[src/rtl/core/vta_pkg.sv]
`default_nettype none
// ----------------------------------------------------------------------------
// Virtual tick accounting package
// Shared types, codes and constants of the virtual tick time accounting block.
// ----------------------------------------------------------------------------
package vta_pkg;

	localparam int unsigned NS_W     = 64;
	localparam int unsigned PERIOD_W = 24;
	localparam int unsigned JITTER_W = 32;
	localparam int unsigned COUNT_W  = 32;
	localparam int unsigned FRAC_W   = 32;
	localparam int unsigned SHIFT_W  = 6;
	localparam int unsigned STEP_W   = $clog2(NS_W);

	localparam logic [PERIOD_W-1:0] TICK_PERIOD_RESET = 24'd10000000;
	localparam logic [JITTER_W-1:0] JITTER_RESET      = 32'd10000000;

	localparam logic CFG_TICK_PERIOD = 1'b0;
	localparam logic CFG_JITTER      = 1'b1;

	localparam logic OP_TIMER = 1'b0;
	localparam logic OP_INIT  = 1'b1;

	// Input tdata layout, lowest bit first.
	localparam int unsigned IN_CYCLE_NOW   = 0;
	localparam int unsigned IN_CYCLE_STAMP = 64;
	localparam int unsigned IN_SYS_STAMP   = 128;
	localparam int unsigned IN_FRAC        = 192;
	localparam int unsigned IN_SHIFT       = 224;
	localparam int unsigned IN_RUNNABLE    = 230;
	localparam int unsigned IN_BLOCKED     = 294;
	localparam int unsigned IN_USER        = 358;
	localparam int unsigned IN_DATA_W      = 360;

	localparam int unsigned OUT_DATA_W = 136;

	typedef enum logic {
		ALU_ADD,
		ALU_SUB
	} alu_op_t;

	typedef struct packed {
		logic busy;
		logic done;
	} div_sts_t;

endpackage

`default_nettype wire

[src/rtl/core/vta_alu.sv]
`default_nettype none
// ----------------------------------------------------------------------------
// Virtual tick accounting shared adder
// 64-bit add and subtract unit with a signed less-than flag for subtraction.
// ----------------------------------------------------------------------------
module vta_alu
	import vta_pkg::*;
(
	input  wire alu_op_t         op,
	input  wire logic [NS_W-1:0] a,
	input  wire logic [NS_W-1:0] b,
	output logic [NS_W-1:0]      y,
	output logic                 lt
);

	always_comb begin
		unique case (op)
			ALU_ADD: y = a + b;
			ALU_SUB: y = a - b;
			default: y = a + b;
		endcase
		lt = (a[NS_W-1] ^ b[NS_W-1]) ? a[NS_W-1] : y[NS_W-1];
	end

endmodule

`default_nettype wire

[config.mk]
export PLATFORM = sky130hd
export DESIGN_NAME = vta_alu
export DESIGN_NICKNAME = d
export VERILOG_FILES = /design/src/rtl/core/vta_pkg.sv /design/src/rtl/core/vta_alu.sv
export SDC_FILE = /design/constraint.sdc
export NUM_CORES = 1
export LEC_CHECK = 0
export BUFFER_PORTS_ARGS = -buffer_cell sky130_fd_sc_hd__buf_2
export CORE_ASPECT_RATIO = 1.2
export CORE_MARGIN = 2
export CORE_UTILIZATION = 48
export DETAILED_ROUTE_END_ITERATION = 16
export GPL_TIMING_DRIVEN = 0
export PLACE_DENSITY = 0.84
export SLEW_MARGIN = 20
export SYNTH_ARGS = -nofsm -noshare
export SYNTH_HDL_FRONTEND = slang
export SYNTH_SLANG_ARGS = --single-unit
[constraint.sdc]
create_clock -name vclk -period 7.2
set_input_delay 1.44 -clock vclk [all_inputs]
set_output_delay 1.44 -clock vclk [all_outputs]
set_load 0.05 [all_outputs]
# Word level (Yosys, flattened, before mapping)
# Cells that the tools add are included.
# op_classes
addsub	2
n_mux	2
bitwise_logic	2
# ops
cell	count
64-bit one-hot mux with 2 select lines	1
64-bit adder	1
64-bit subtractor	1
1-bit two-way mux	1
1-bit inverter	1
1-bit bitwise XOR	1
# word_totals
reg_bits	0
wordCells	6

# Longest topological paths before layout
# depth
ltp_word	3
ltp_mapped	21
mapped_depth_nobuf	21

# Worst setup path after synthesis
# OpenSTA, ideal clock, no wires.
# synth_timing
kind	input to output
from	in b[17]
to	out y[50]
arrival_ps	7251
required_time_ps	5760
path_slack_ps	-1491
cell_stages	17
n_path_buf	1
path_cell_list	or4_1 nor4_1 and3_1 and2_1 nand2_1 o21ai_1 xor2_1 ha_1 clkbuf_1 a21o_1 a21oi_1 o21ai_0 nor2b_1 or2_2 nor2_1 nor2_1 a2111oi_0
# synth_between
elab_chain_len	2
word_cells_on_any_way	3
classes_between	add/sub (2); mux (1)
# synth_lines
item	line	rtl
start, declared	vta_alu.sv:11	input wire logic [NS_W-1:0] b,
64-bit subtractor / 64-bit adder (equally long branches)	--	
64-bit one-hot mux with 2 select lines *	vta_alu.sv:17	unique case (op)
end, declared	vta_alu.sv:12	output logic [NS_W-1:0] y,
# Every way passes the cells marked *; elsewhere a longest branch is shown, timed or not.

# Worst setup path in the final report
# layout_timing
from	in b[17]
to	out lt
# layout_between
elab_chain_len	3
word_cells_on_any_way	4
classes_between	add/sub (2); mux (2)
# layout_lines
item	line	rtl
64-bit subtractor / 64-bit adder (equally long branches)	--	
64-bit one-hot mux with 2 select lines *	vta_alu.sv:17	
1-bit two-way mux *	vta_alu.sv:22	lt = (a[NS_W-1] ^ b[NS_W-1]) ? a[NS_W-1] : y[NS_W-1];
end, declared	vta_alu.sv:13	output logic lt
# Marks and branches as above.

==> flow_summary.toml <==
[floorplanning]
io_pins = 194
fp.dieW_um = 99.7
dieArea_mm2 = 0.0119
start_util_pct = 49.7
dieHeight_um = 119
core-area_mm2 = 0.0106
rows = 41

[yosys]
synth_top_family_by_area = "compound AO/OA/AOI/OAI gates"
yosys.area_share.simple_pct = 25.5
synth_top_area_cell = "ha_1"
syn-instance-count = 799
yosysMostFrequentCell = "a21oi_1"
synthTopCellsByArea = "ha_1, xnor2_1, a21oi_1, nor2_1, xor2_1"
synth.area.mux_share_pct = 0.190
yosys.cell_types.count = 66
synth_xor_area_share_pct = 20.2
syn_area_mm2 = 0.00528
synth-compound-area-share_pct = 33.6
ys_top_cells_by_count = "a21oi_1, xnor2_1, nor2_1"
syn_area_per_cell_um2 = 6.61
synth-seq-area-share_pct = 0
synthAdderAreaFrac_pct = 15.7
syn_nets = 993
yosysTopAreaCellShare_pct = 15.2
synth_warnings = 0

[finish]
post-route-util_pct = 67.4
area_delta_synth_final_pct = 35.5
fin_area_mm2 = 0.00715
fillers = 933
nFlopsAndLatches = 0
regArea_um2 = 0
clkbuf_count = 0
layout-drive-gt1-share_pct = 33.4
fin_nets = 1199

[sta]
post-route-period-util_pct = 100
finalHoldViolCount = 0
timing.final.crit_period_ps = 7220
rsz0062_at_grt = "yes"
slew_violations = 0
fin_ws_ps = -21.3
tightestPinTransition_ps = 547
fmax_mhz = 138
setup_viol = 1
slew_headroom_pct = 63.3

[route]
routed_wl_um = 19900
via_per_inst = 6.22
drt-wirelength-per-cell_um = 17.6
vias = 7051
ant_nets = 0
drc = 0
firstDrtPassIters = 5
initialDrtViolationCount = 500

[critical_path]
required_ps = 5760
startpoint = "b[17]"
path_class = "input pin to primary output"
crit_path_max_fanout = 3
end_kind = "primary output"
cp.arrival_ps = 5780
setup.worst_path.start_class = "input pin"

[pwr]
max-vdd-ir-drop_mv = 0.135
p_leak_nw = 3.24
powerDensity_mw_per_mm2 = 188
p_total_mw = 1.35

[placement]
postPlaceCellArea_mm2 = 0.00653
place_hpwl_um = 15500
port-buffer-count = 194
place_congestion = 1.03

[clock_network]
hold_buffers = 0

[run_status]
violations = "negative setup slack"
status = "finished with violations"

[grt]
antenna_found_initial = 2
grt_pass1_wl_um = 29500
grt_max_degree = 11
grt.overflow.total = 0
first_global_vias = 6431
track_usage_pct = 29.5

[hold_path]
hold_end = "lt"
min_from = "a[63]"
hp-class = "input pin to primary output"
whs_path_depth = 3

[flow_run]
cap_violations = 0
==> through the flow <==
stage / setup TNS [ps] / instances / hold WS (ps) / setup slack (ps)
global route: -618 / 1134 / 3340 / -186
finish: -21.3 / 1134 / 3330 / -21.3
CTS: -45.1 / 1131 / 3330 / -45.1
floorplan: -160 / 799 / 3160 / -127
detailed placement: -13020 / 1122 / 3350 / -1000
global placement: -11860 / 1122 / 3350 / -974
==> metal layers <==
metal | share of wire, % | GRT usage (%) | wire, um
met1 | 39 | 36.9 | 7780
met3 | 7.1 | 0.998 | 1410
met2 | 51 | 54.1 | 10100
met5 | 0 | 0 | 0
met4 | 3.1 | 9.50 | 620
==> kinds of logic after synthesis <==
family	Yosys count
adders and majority gates	66
xor gates and xnor gates	121
muxes	1
and+or+nand+nor	265
AOI/OAI and AO/OA	281
buffers and inverters	65
==> power breakdown <==
part           internal (mW)  switching [mW]
logic                  0.414           0.934
registers                  0               0
clock network   0.0000000371               0
total                  0.414           0.934
==> repair_timing <==
item                       in CTS  in global routing
setup endpoints to repair      30                 22
pin swaps                      21                 18
gates resized for setup        50                 73
setup buffers                  19                 12
cloned                          0                  0
hold endpoints to repair        0                  0
==> worst max-delay path: stages <==
cell and delay [ps]:
buf_2 120, or4_4 570, nor4_4 220, and3_4 270, and2_4 170, nand2_4 70, nor2_4 150, a21oi_1 90
xnor2_1 280, ha_1 330, a21oi_2 180, o21ai_1 150, a211oi_2 230, o21ai_1 180, a21oi_2 180, a21oi_2 70
buf_4 170, a2111oi_4 360, a2111oi_4 70, maj3_2 320, buf_6 160
==> placed cells by master (no fill, tap or decap), types with 4 or more instances in the layout <==
master	n
ha_2	10
a21oi_2	9
inv_1	31
nor2b_1	6
xnor2_1	87
ha_1	53
o31ai_2	4
o21ai_0	30
nand4_1	27
buf_2	188
a21oi_1	94
a211oi_1	5
o21ai_1	12
and2_1	6
buf_4	37
o211ai_1	5
nand3_1	9
a21o_1	38
nor4_1	7
a31oi_1	12
o21a_1	9
xor2_1	32
or4_4	5
nor2_1	78
o21bai_1	19
nor3_1	17
nor4_4	4
nor3_2	5
nand2b_1	8
nor3_4	4
nor4_2	4
or3_1	8
o21ai_2	4
nand2_1	45
nand2_2	4
==> layout make-up <==
type,instances,area [um^2],share of cell area [%]
buffer,11,61.3,0.857
inverter,33,126,1.77
antenna,2,5.00,0.0700
timing repair buffer,225,1230,17.2
multi-input combinational,734,5570,77.8
tap,129,161,2.26
==> worst max-delay path by stage <==
stage,end,slack (ps),cells after the start
final,lt,-20,21
after detailed placement,y[53],-1000,19
after CTS,lt,-50,21
after global placement,y[60],-970,18
after floorplan,lt,-130,18
after global routing,lt,-190,20
Power figures use the tool's default switching activity.
