**src/rtl/core/vta_pkg.sv**
```systemverilog
`default_nettype none
// ----------------------------------------------------------------------------
// Virtual tick accounting package
// Shared types, codes and constants of the virtual tick time accounting block.
// ----------------------------------------------------------------------------
package vta_pkg;

	localparam int unsigned NS_W     = 64;
	localparam int unsigned PERIOD_W = 24;
	localparam int unsigned JITTER_W = 32;
	localparam int unsigned COUNT_W  = 32;
	localparam int unsigned FRAC_W   = 32;
	localparam int unsigned SHIFT_W  = 6;
	localparam int unsigned STEP_W   = $clog2(NS_W);

	localparam logic [PERIOD_W-1:0] TICK_PERIOD_RESET = 24'd10000000;
	localparam logic [JITTER_W-1:0] JITTER_RESET      = 32'd10000000;

	localparam logic CFG_TICK_PERIOD = 1'b0;
	localparam logic CFG_JITTER      = 1'b1;

	localparam logic OP_TIMER = 1'b0;
	localparam logic OP_INIT  = 1'b1;

	// Input tdata layout, lowest bit first.
	localparam int unsigned IN_CYCLE_NOW   = 0;
	localparam int unsigned IN_CYCLE_STAMP = 64;
	localparam int unsigned IN_SYS_STAMP   = 128;
	localparam int unsigned IN_FRAC        = 192;
	localparam int unsigned IN_SHIFT       = 224;
	localparam int unsigned IN_RUNNABLE    = 230;
	localparam int unsigned IN_BLOCKED     = 294;
	localparam int unsigned IN_USER        = 358;
	localparam int unsigned IN_DATA_W      = 360;

	localparam int unsigned OUT_DATA_W = 136;

	typedef enum logic {
		ALU_ADD,
		ALU_SUB
	} alu_op_t;

	typedef struct packed {
		logic busy;
		logic done;
	} div_sts_t;

endpackage

`default_nettype wire

```
**src/rtl/core/vta_div.sv**
```systemverilog
`default_nettype none
// ----------------------------------------------------------------------------
// Virtual tick accounting divider
// Restoring divider, one quotient bit per cycle, 64 by 24 bits.
// ----------------------------------------------------------------------------
module vta_div
	import vta_pkg::*;
(
	input  wire logic                clk,
	input  wire logic                arst_n,
	input  wire logic                start,
	input  wire logic [NS_W-1:0]     dividend,
	input  wire logic [PERIOD_W-1:0] divisor,
	output logic [NS_W-1:0]          quotient,
	output logic [PERIOD_W-1:0]      remainder,
	output div_sts_t                 sts
);

	logic [NS_W-1:0]     dvd_q;
	logic [PERIOD_W-1:0] rem_q;
	logic [STEP_W-1:0]   cnt_q;
	logic                busy_q;
	logic                done_q;
	logic [PERIOD_W:0]   trial;
	logic                fits;

	always_comb begin
		trial = {rem_q, dvd_q[NS_W-1]};
		fits  = trial >= {1'b0, divisor};
	end

	always_ff @(posedge clk or negedge arst_n) begin
		if (!arst_n) begin
			busy_q <= 1'b0;
			done_q <= 1'b0;
			cnt_q  <= '0;
		end else begin
			done_q <= 1'b0;
			if (start) begin
				busy_q <= 1'b1;
				cnt_q  <= '0;
			end else if (busy_q) begin
				cnt_q <= cnt_q + 1'b1;
				if (cnt_q == STEP_W'(NS_W - 1)) begin
					busy_q <= 1'b0;
					done_q <= 1'b1;
				end
			end
		end
	end

	always_ff @(posedge clk) begin
		if (start) begin
			dvd_q <= dividend;
			rem_q <= '0;
		end else if (busy_q) begin
			dvd_q <= {dvd_q[NS_W-2:0], fits};
			rem_q <= fits ? PERIOD_W'(trial - {1'b0, divisor}) : trial[PERIOD_W-1:0];
		end
	end

	assign quotient  = dvd_q;
	assign remainder = rem_q;
	assign sts.busy  = busy_q;
	assign sts.done  = done_q;

endmodule

`default_nettype wire

```
**config.mk**
```make
export PLATFORM = sky130hd
export DESIGN_NAME = vta_div
export DESIGN_NICKNAME = d
export VERILOG_FILES = /design/src/rtl/core/vta_pkg.sv /design/src/rtl/core/vta_div.sv
export SDC_FILE = /design/constraint.sdc
export NUM_CORES = 1
export LEC_CHECK = 0
export ABC_AREA = 1
export BUFFER_PORTS_ARGS = -buffer_cell sky130_fd_sc_hd__clkbuf_2
export CORE_ASPECT_RATIO = 0.6
export CORE_MARGIN = 10
export CORE_UTILIZATION = 54
export CTS_BUF_LIST = sky130_fd_sc_hd__clkbuf_4
export DETAILED_ROUTE_END_ITERATION = 16
export PLACE_DENSITY = 0.89
export SYNTH_ARGS = -nofsm -noshare
export SYNTH_HDL_FRONTEND = slang
export SYNTH_SLANG_ARGS = --single-unit
```
**constraint.sdc**
```tcl
create_clock -name clk -period 3 [get_ports clk]
set_clock_uncertainty 0.2 [all_clocks]
set_input_delay 0.3 -clock clk [delete_from_list [all_inputs] [get_ports clk]]
set_output_delay 0.3 -clock clk [all_outputs]
set_load 0.1 [all_outputs]
```
Yosys cells after proc, flatten, opt, wreduce, memory -nomap -nowiden

Index checks and enable logic that the tools add are counted.

Flip-flop bits (word level): 96
Input port bits: 91
Output and inout bits: 90
Word-level logic and storage cells: 21

$add $sub $neg: 2
$lt $le $gt $ge: 1
Equal/unequal tests: 1
Mux-type cells: 11
Reduce and logical (&&, ||, !) cells: 1

Operator list:

| kind                                                           | number |
|---|---|
| 64-bit two-way mux                                             | 2 |
| 25-bit by 24-bit greater-or-equal comparator with 1-bit output | 1 |
| 24-bit two-way mux                                             | 1 |
| 24-bit subtractor                                              | 1 |
| 6-bit two-way mux                                              | 2 |
| 6-bit by 1-bit adder with 6-bit output, second input constant  | 1 |
| 6-bit == test, second input constant                           | 1 |
| 1-bit two-way mux                                              | 6 |
| 2-bit nonzero test                                             | 1 |

Logic depth before layout (Yosys ltp)

Word-level depth: 4
Gate-level depth with buffers: 15

Worst setup path before layout

Ideal clock, no wire load.

Kind: reg2reg
Start: register rem_q[11], in the netlist remainder[11]
End: register dvd_q[0], in the netlist quotient[0] (data pin)
Library setup time: 253 ps
Arrival time: 2353 ps
Data required time: 2547 ps
Slack: 194 ps
Cell stages (with the launch flop): 13
Path buffers: 1
Period minus slack after synthesis: 2806 ps
Cells stage by stage: dfxtp_1 > ha_1 > nand2_2 > inv_2 > nand2_1 > nand2_1 > nand2_1 > nand2_1 > a21oi_4 > nand3_4 > buf_6 > nand2_1 > nand2_1

Word-level cells in the longest chain between the ends: 3

Ends and longest elaborated chain:

| item                                                           | line          | source |
|---|---|---|
| start: declaration                                             | vta_div.sv:20 | `logic [PERIOD_W-1:0] rem_q;` |
| start signal: assignment                                       | vta_div.sv:58 | `rem_q <= fits ? PERIOD_W'(trial - {1'b0, divisor}) : trial[PERIOD_W-1:0];` |
| 25-bit by 24-bit greater-or-equal comparator with 1-bit output | vta_div.sv:29 | `fits = trial >= {1'b0, divisor};` |
| 64-bit two-way mux                                             | vta_div.sv:56 | `end else if (busy_q) begin` |
| 64-bit two-way mux                                             | vta_div.sv:53 | `if (start) begin` |
| end signal: assignment                                         | vta_div.sv:54 | `dvd_q <= dividend;` |
| end signal: assignment                                         | vta_div.sv:57 | `dvd_q <= {dvd_q[NS_W-2:0], fits};` |
| end: declaration                                               | vta_div.sv:19 | `logic [NS_W-1:0] dvd_q;` |

Every way passes these cells. The select of a mux whose other input is x is not followed.
A chain may end at the register's enable or synchronous reset.

Worst setup path in the final report

Start: register dvd_q[63], in the netlist quotient[63]
End: register rem_q[16], in the netlist remainder[16]

Word-level cells in the longest chain between the ends: 2
Elaborated cells on any way between the ends: 3

Ends and longest elaborated chain:

| item                                                                                                       | line |
|---|---|
| 24-bit subtractor / 25-bit by 24-bit greater-or-equal comparator with 1-bit output (equally long branches) | vta_div.sv:58, vta_div.sv:29 |
| 24-bit two-way mux (*)                                                                                     | vta_div.sv:58 |

Mark *: on every way between the ends. The rest lies on a longest branch, timed or not.

==> impl_results.md <==
* Status: finished, final reports clean
* First-pass GRT wire length at roughly 33000 µm
* Number of synthesized register bits at 96
* P_leak at roughly 4.6 nW
* Most frequent cell after synthesis: nand2_1
* Avg WL per Cell at approximately 16 µm
* Synth Flop Type: edfxtp_1
* Congestion Overflow GR at 0
* Layout cells sized above 1 at 0.1947
* ANT nets after route at 0
* RSZ-0062 raised after global routing: no
* Hold path endpoint: remainder[0]
* Post-cts resize count at 0
* Pins Over Slew Limit at 0
* Place WS at 0.3904 ns
* Area contributors post-synth: edfxtp_1 (31%), nand2_1 (27%), inv_1 (8.2%)
* Crit path arrival time at 2.83 ns
* Max Clock Freq at 377.0 MHz
* Largest family of logic cells by synthesized area: simple AND/OR/NAND/NOR gates
* Nets at between 1000 and 1500
* CTS max path bufs at 2
* Crit path max fanout at 4
* Final period utilization at 0.8841
* Crit. End Element: register
* Clk Latency, worst-skew pair at around 0.47 ns
* Post-Syn Instances at approximately 900
* Vias at 6678
* CP startpoint kind: register
* Pin count of the biggest net entering global routing at between 60 and 70
* # hold bufs at CTS at 66
* EDFF count, synth at 64
* Crit-path cells: inv_1 -> ha_1 -> inv_1 -> fa_1 -> nand2_1 -> nand2_1 -> nand3_1 -> o21ai_0 -> nand2_1 -> nand2_1 -> nand2_1 -> nand2_1 -> nand2_1 -> nand3_1 -> nand2_1
* Crit path kind: register to register
* Die X at approximately 160 µm
* Reg2reg setup slack at between 0.3 and 0.4 ns
* Mux contribution to synthesized area at 0
* Peak supply drop at 541.4 µV
* FF-to-FF Start: quotient[63]
* Hold_sp: divisor[0]
* Post-synthesis xor/xnor area fraction at 0.01556
* Detailed-placement wirelength estimate at 14680 µm
* Worst hold path type: input port to register
* WP buf/inv at 2
* Most frequent CP cell: nand2_1
* Initial antenna violation count at 1
* Top Ports at approximately 180
* Area Growth Syn to Fin at 30.23%
* Top-area cell type share of the netlist area at 0.3104
* Rows at 30
* CTS tree: built
* Crit path required time at 3.17 ns
* H-tree Lvls at 3
* Max stage delay on crit path at between 0.5 and 0.6 ns
* Compound-Gate Fraction of Synth Area at 0.01880
* Final setup margin at approximately 0.35 ns
* Synth top cells by count: nand2_1 (444), inv_1 (136), edfxtp_1 (64), nand3_1 (43), nor2_1 (38)
* Pwr/cell area at between 800 and 900 mW/mm²
* Post-CTS setup buffers at 0
* Synth unique cells at 34
* WHS Path Cells at 5
* Mean Syn Cell Area at 6.894 µm²
* Netlist Area Pre-Place at 0.006191 mm²
* Yosys warnings at 0
* Synth area leader: edfxtp_1
* Initial Util at 0.5498
* Fraction of registers with async set/reset at 0.08333
* Period minus WS final at approximately 2.7 ns
* Family with the most delay on the worst path: simple AND/OR/NAND/NOR gates
* DIE AREA at 0.01629 mm²
* Critical path's slowest cell: o21ai_0
* Post-synthesis adder-cell area fraction at 0.05376
* Syn nets at a little over 1000
* Worst-path clk slew at ~0.15 ns
* Sinks on Clock Net at 96
* Total GRT Usage at 0.2550
* Clock Root Buffer: clkbuf_4
* Rel. slew slack at 0.5506
* Die Height at approximately 100 µm
* Initial DRT Pass Iterations at 6
* Port Buf Inserts at 180
* DRC at 0
* Final hold vios at 0
* Max cap viols at 0
* Reg2Reg Depth at 15
* Core area at ~0.011 mm²
* Setup TNS at 0 ns
* Count of final setup violators at 0
* GP Congestion at just under 1
* Number of global-route vias before repair at 6363
* RR Endpoint: remainder[16]
* Total CTS buffers at 9
* Avg Vias per Cell at 5.193
* Post-Synth Simple-Gate Area at 0.3836
* Sequential element share of the synthesized area at 0.4204
* First DRT Iteration DRCs at 659
* Slew @ Worst Pin at between 0.6 and 0.7 ns
* Post-Route WL at roughly 21000 µm
-- how the worst max path moves through the flow --
stage | depth (start not counted) | endpoint | start | slack [ns]
after floorplan | 12 | quotient[0] | remainder[11] | 0.19
after global placement | 15 | remainder[16] | divisor[0] | 0.40
after detailed placement | 15 | remainder[12] | divisor[0] | 0.39
after CTS | 15 | remainder[16] | quotient[63] | 0.41
after global routing | 15 | remainder[16] | quotient[63] | 0.20
final | 15 | remainder[16] | quotient[63] | 0.35
-- logic make-up after synthesis --
family	Yosys count
flops	96
simple gates	576
fa+ha+maj	26
xor+xnor	11
compound gates	19
buf+inv	170
-- through the flow --
stage	total power, mW	cell area, µm²	instances	utilization	hold WS [ns]
detailed placement	5.498	7209	1202	0.6402	-0.04153
CTS	6.471	8058	1284	0.7156	0.06710
global placement	5.453	7209	1202	0.6402	-0.04285
floorplan	4.791	6191	898	-	-0.1956
global route	6.911	8060	1285	0.7158	0.1130
finish	6.526	8063	1286	0.7160	0.09103
-- cell usage in the layout (no fill, tap or decap), types with 2 or more instances in the layout --
cell type / instances
inv_6: 2
dfrtp_1: 8
clkbuf_2: 180
xnor2_1: 8
and2_1: 2
nand4_1: 32
inv_2: 7
diode_2: 2
clkbuf_4: 10
buf_4: 7
inv_1: 135
nor3_1: 3
dfxtp_1: 24
nand3b_1: 4
or2_2: 2
dlygate4sd3_1: 66
edfxtp_1: 64
nand2_2: 3
a21oi_1: 12
bufinv_16: 3
o21ai_0: 3
ha_1: 25
nor2_2: 2
xor2_1: 3
nand2_1: 444
nor2_1: 38
nand3_1: 43
-- cell type report --
type,count,area [µm²]
antenna,2,5.005
clock buffer,10,75.07
clock inverter,6,112.6
fill,887,3198
inverter,142,533.0
multi-input combinational,632,2920
sequential,96,2603
tap,144,180.2
timing repair buffer,254,1634
-- layer usage --
layer | track usage | share of wire | vias up
met5 | 0 | 0 | -
met4 | 0.1021 | 0.036 | 0
met3 | 0.07917 | 0.11 | 68
met2 | 0.3788 | 0.43 | 366
met1 | 0.3396 | 0.43 | 2984
li1 | - | - | 3260
-- sequential cells by signal (all words and copies together) (netlist names) --
signal and cells:
quotient 64, cnt_q 6, remainder 24, done_q 1, busy_q 1
-- tightest hold or removal path: cells and delay by family --
family                   cells  cell delay, ns
AND/OR/NAND/NOR              3            0.18
adder cells (fa/ha/maj)      1            0.16
buffers and inverters        1            0.10
-- power by group --
group          switching [mW]  internal [mW]
Clock                   0.470          0.437
Sequential              0.189           1.63
Combinational            2.90          0.898
(Power assumes the default switching activity.)
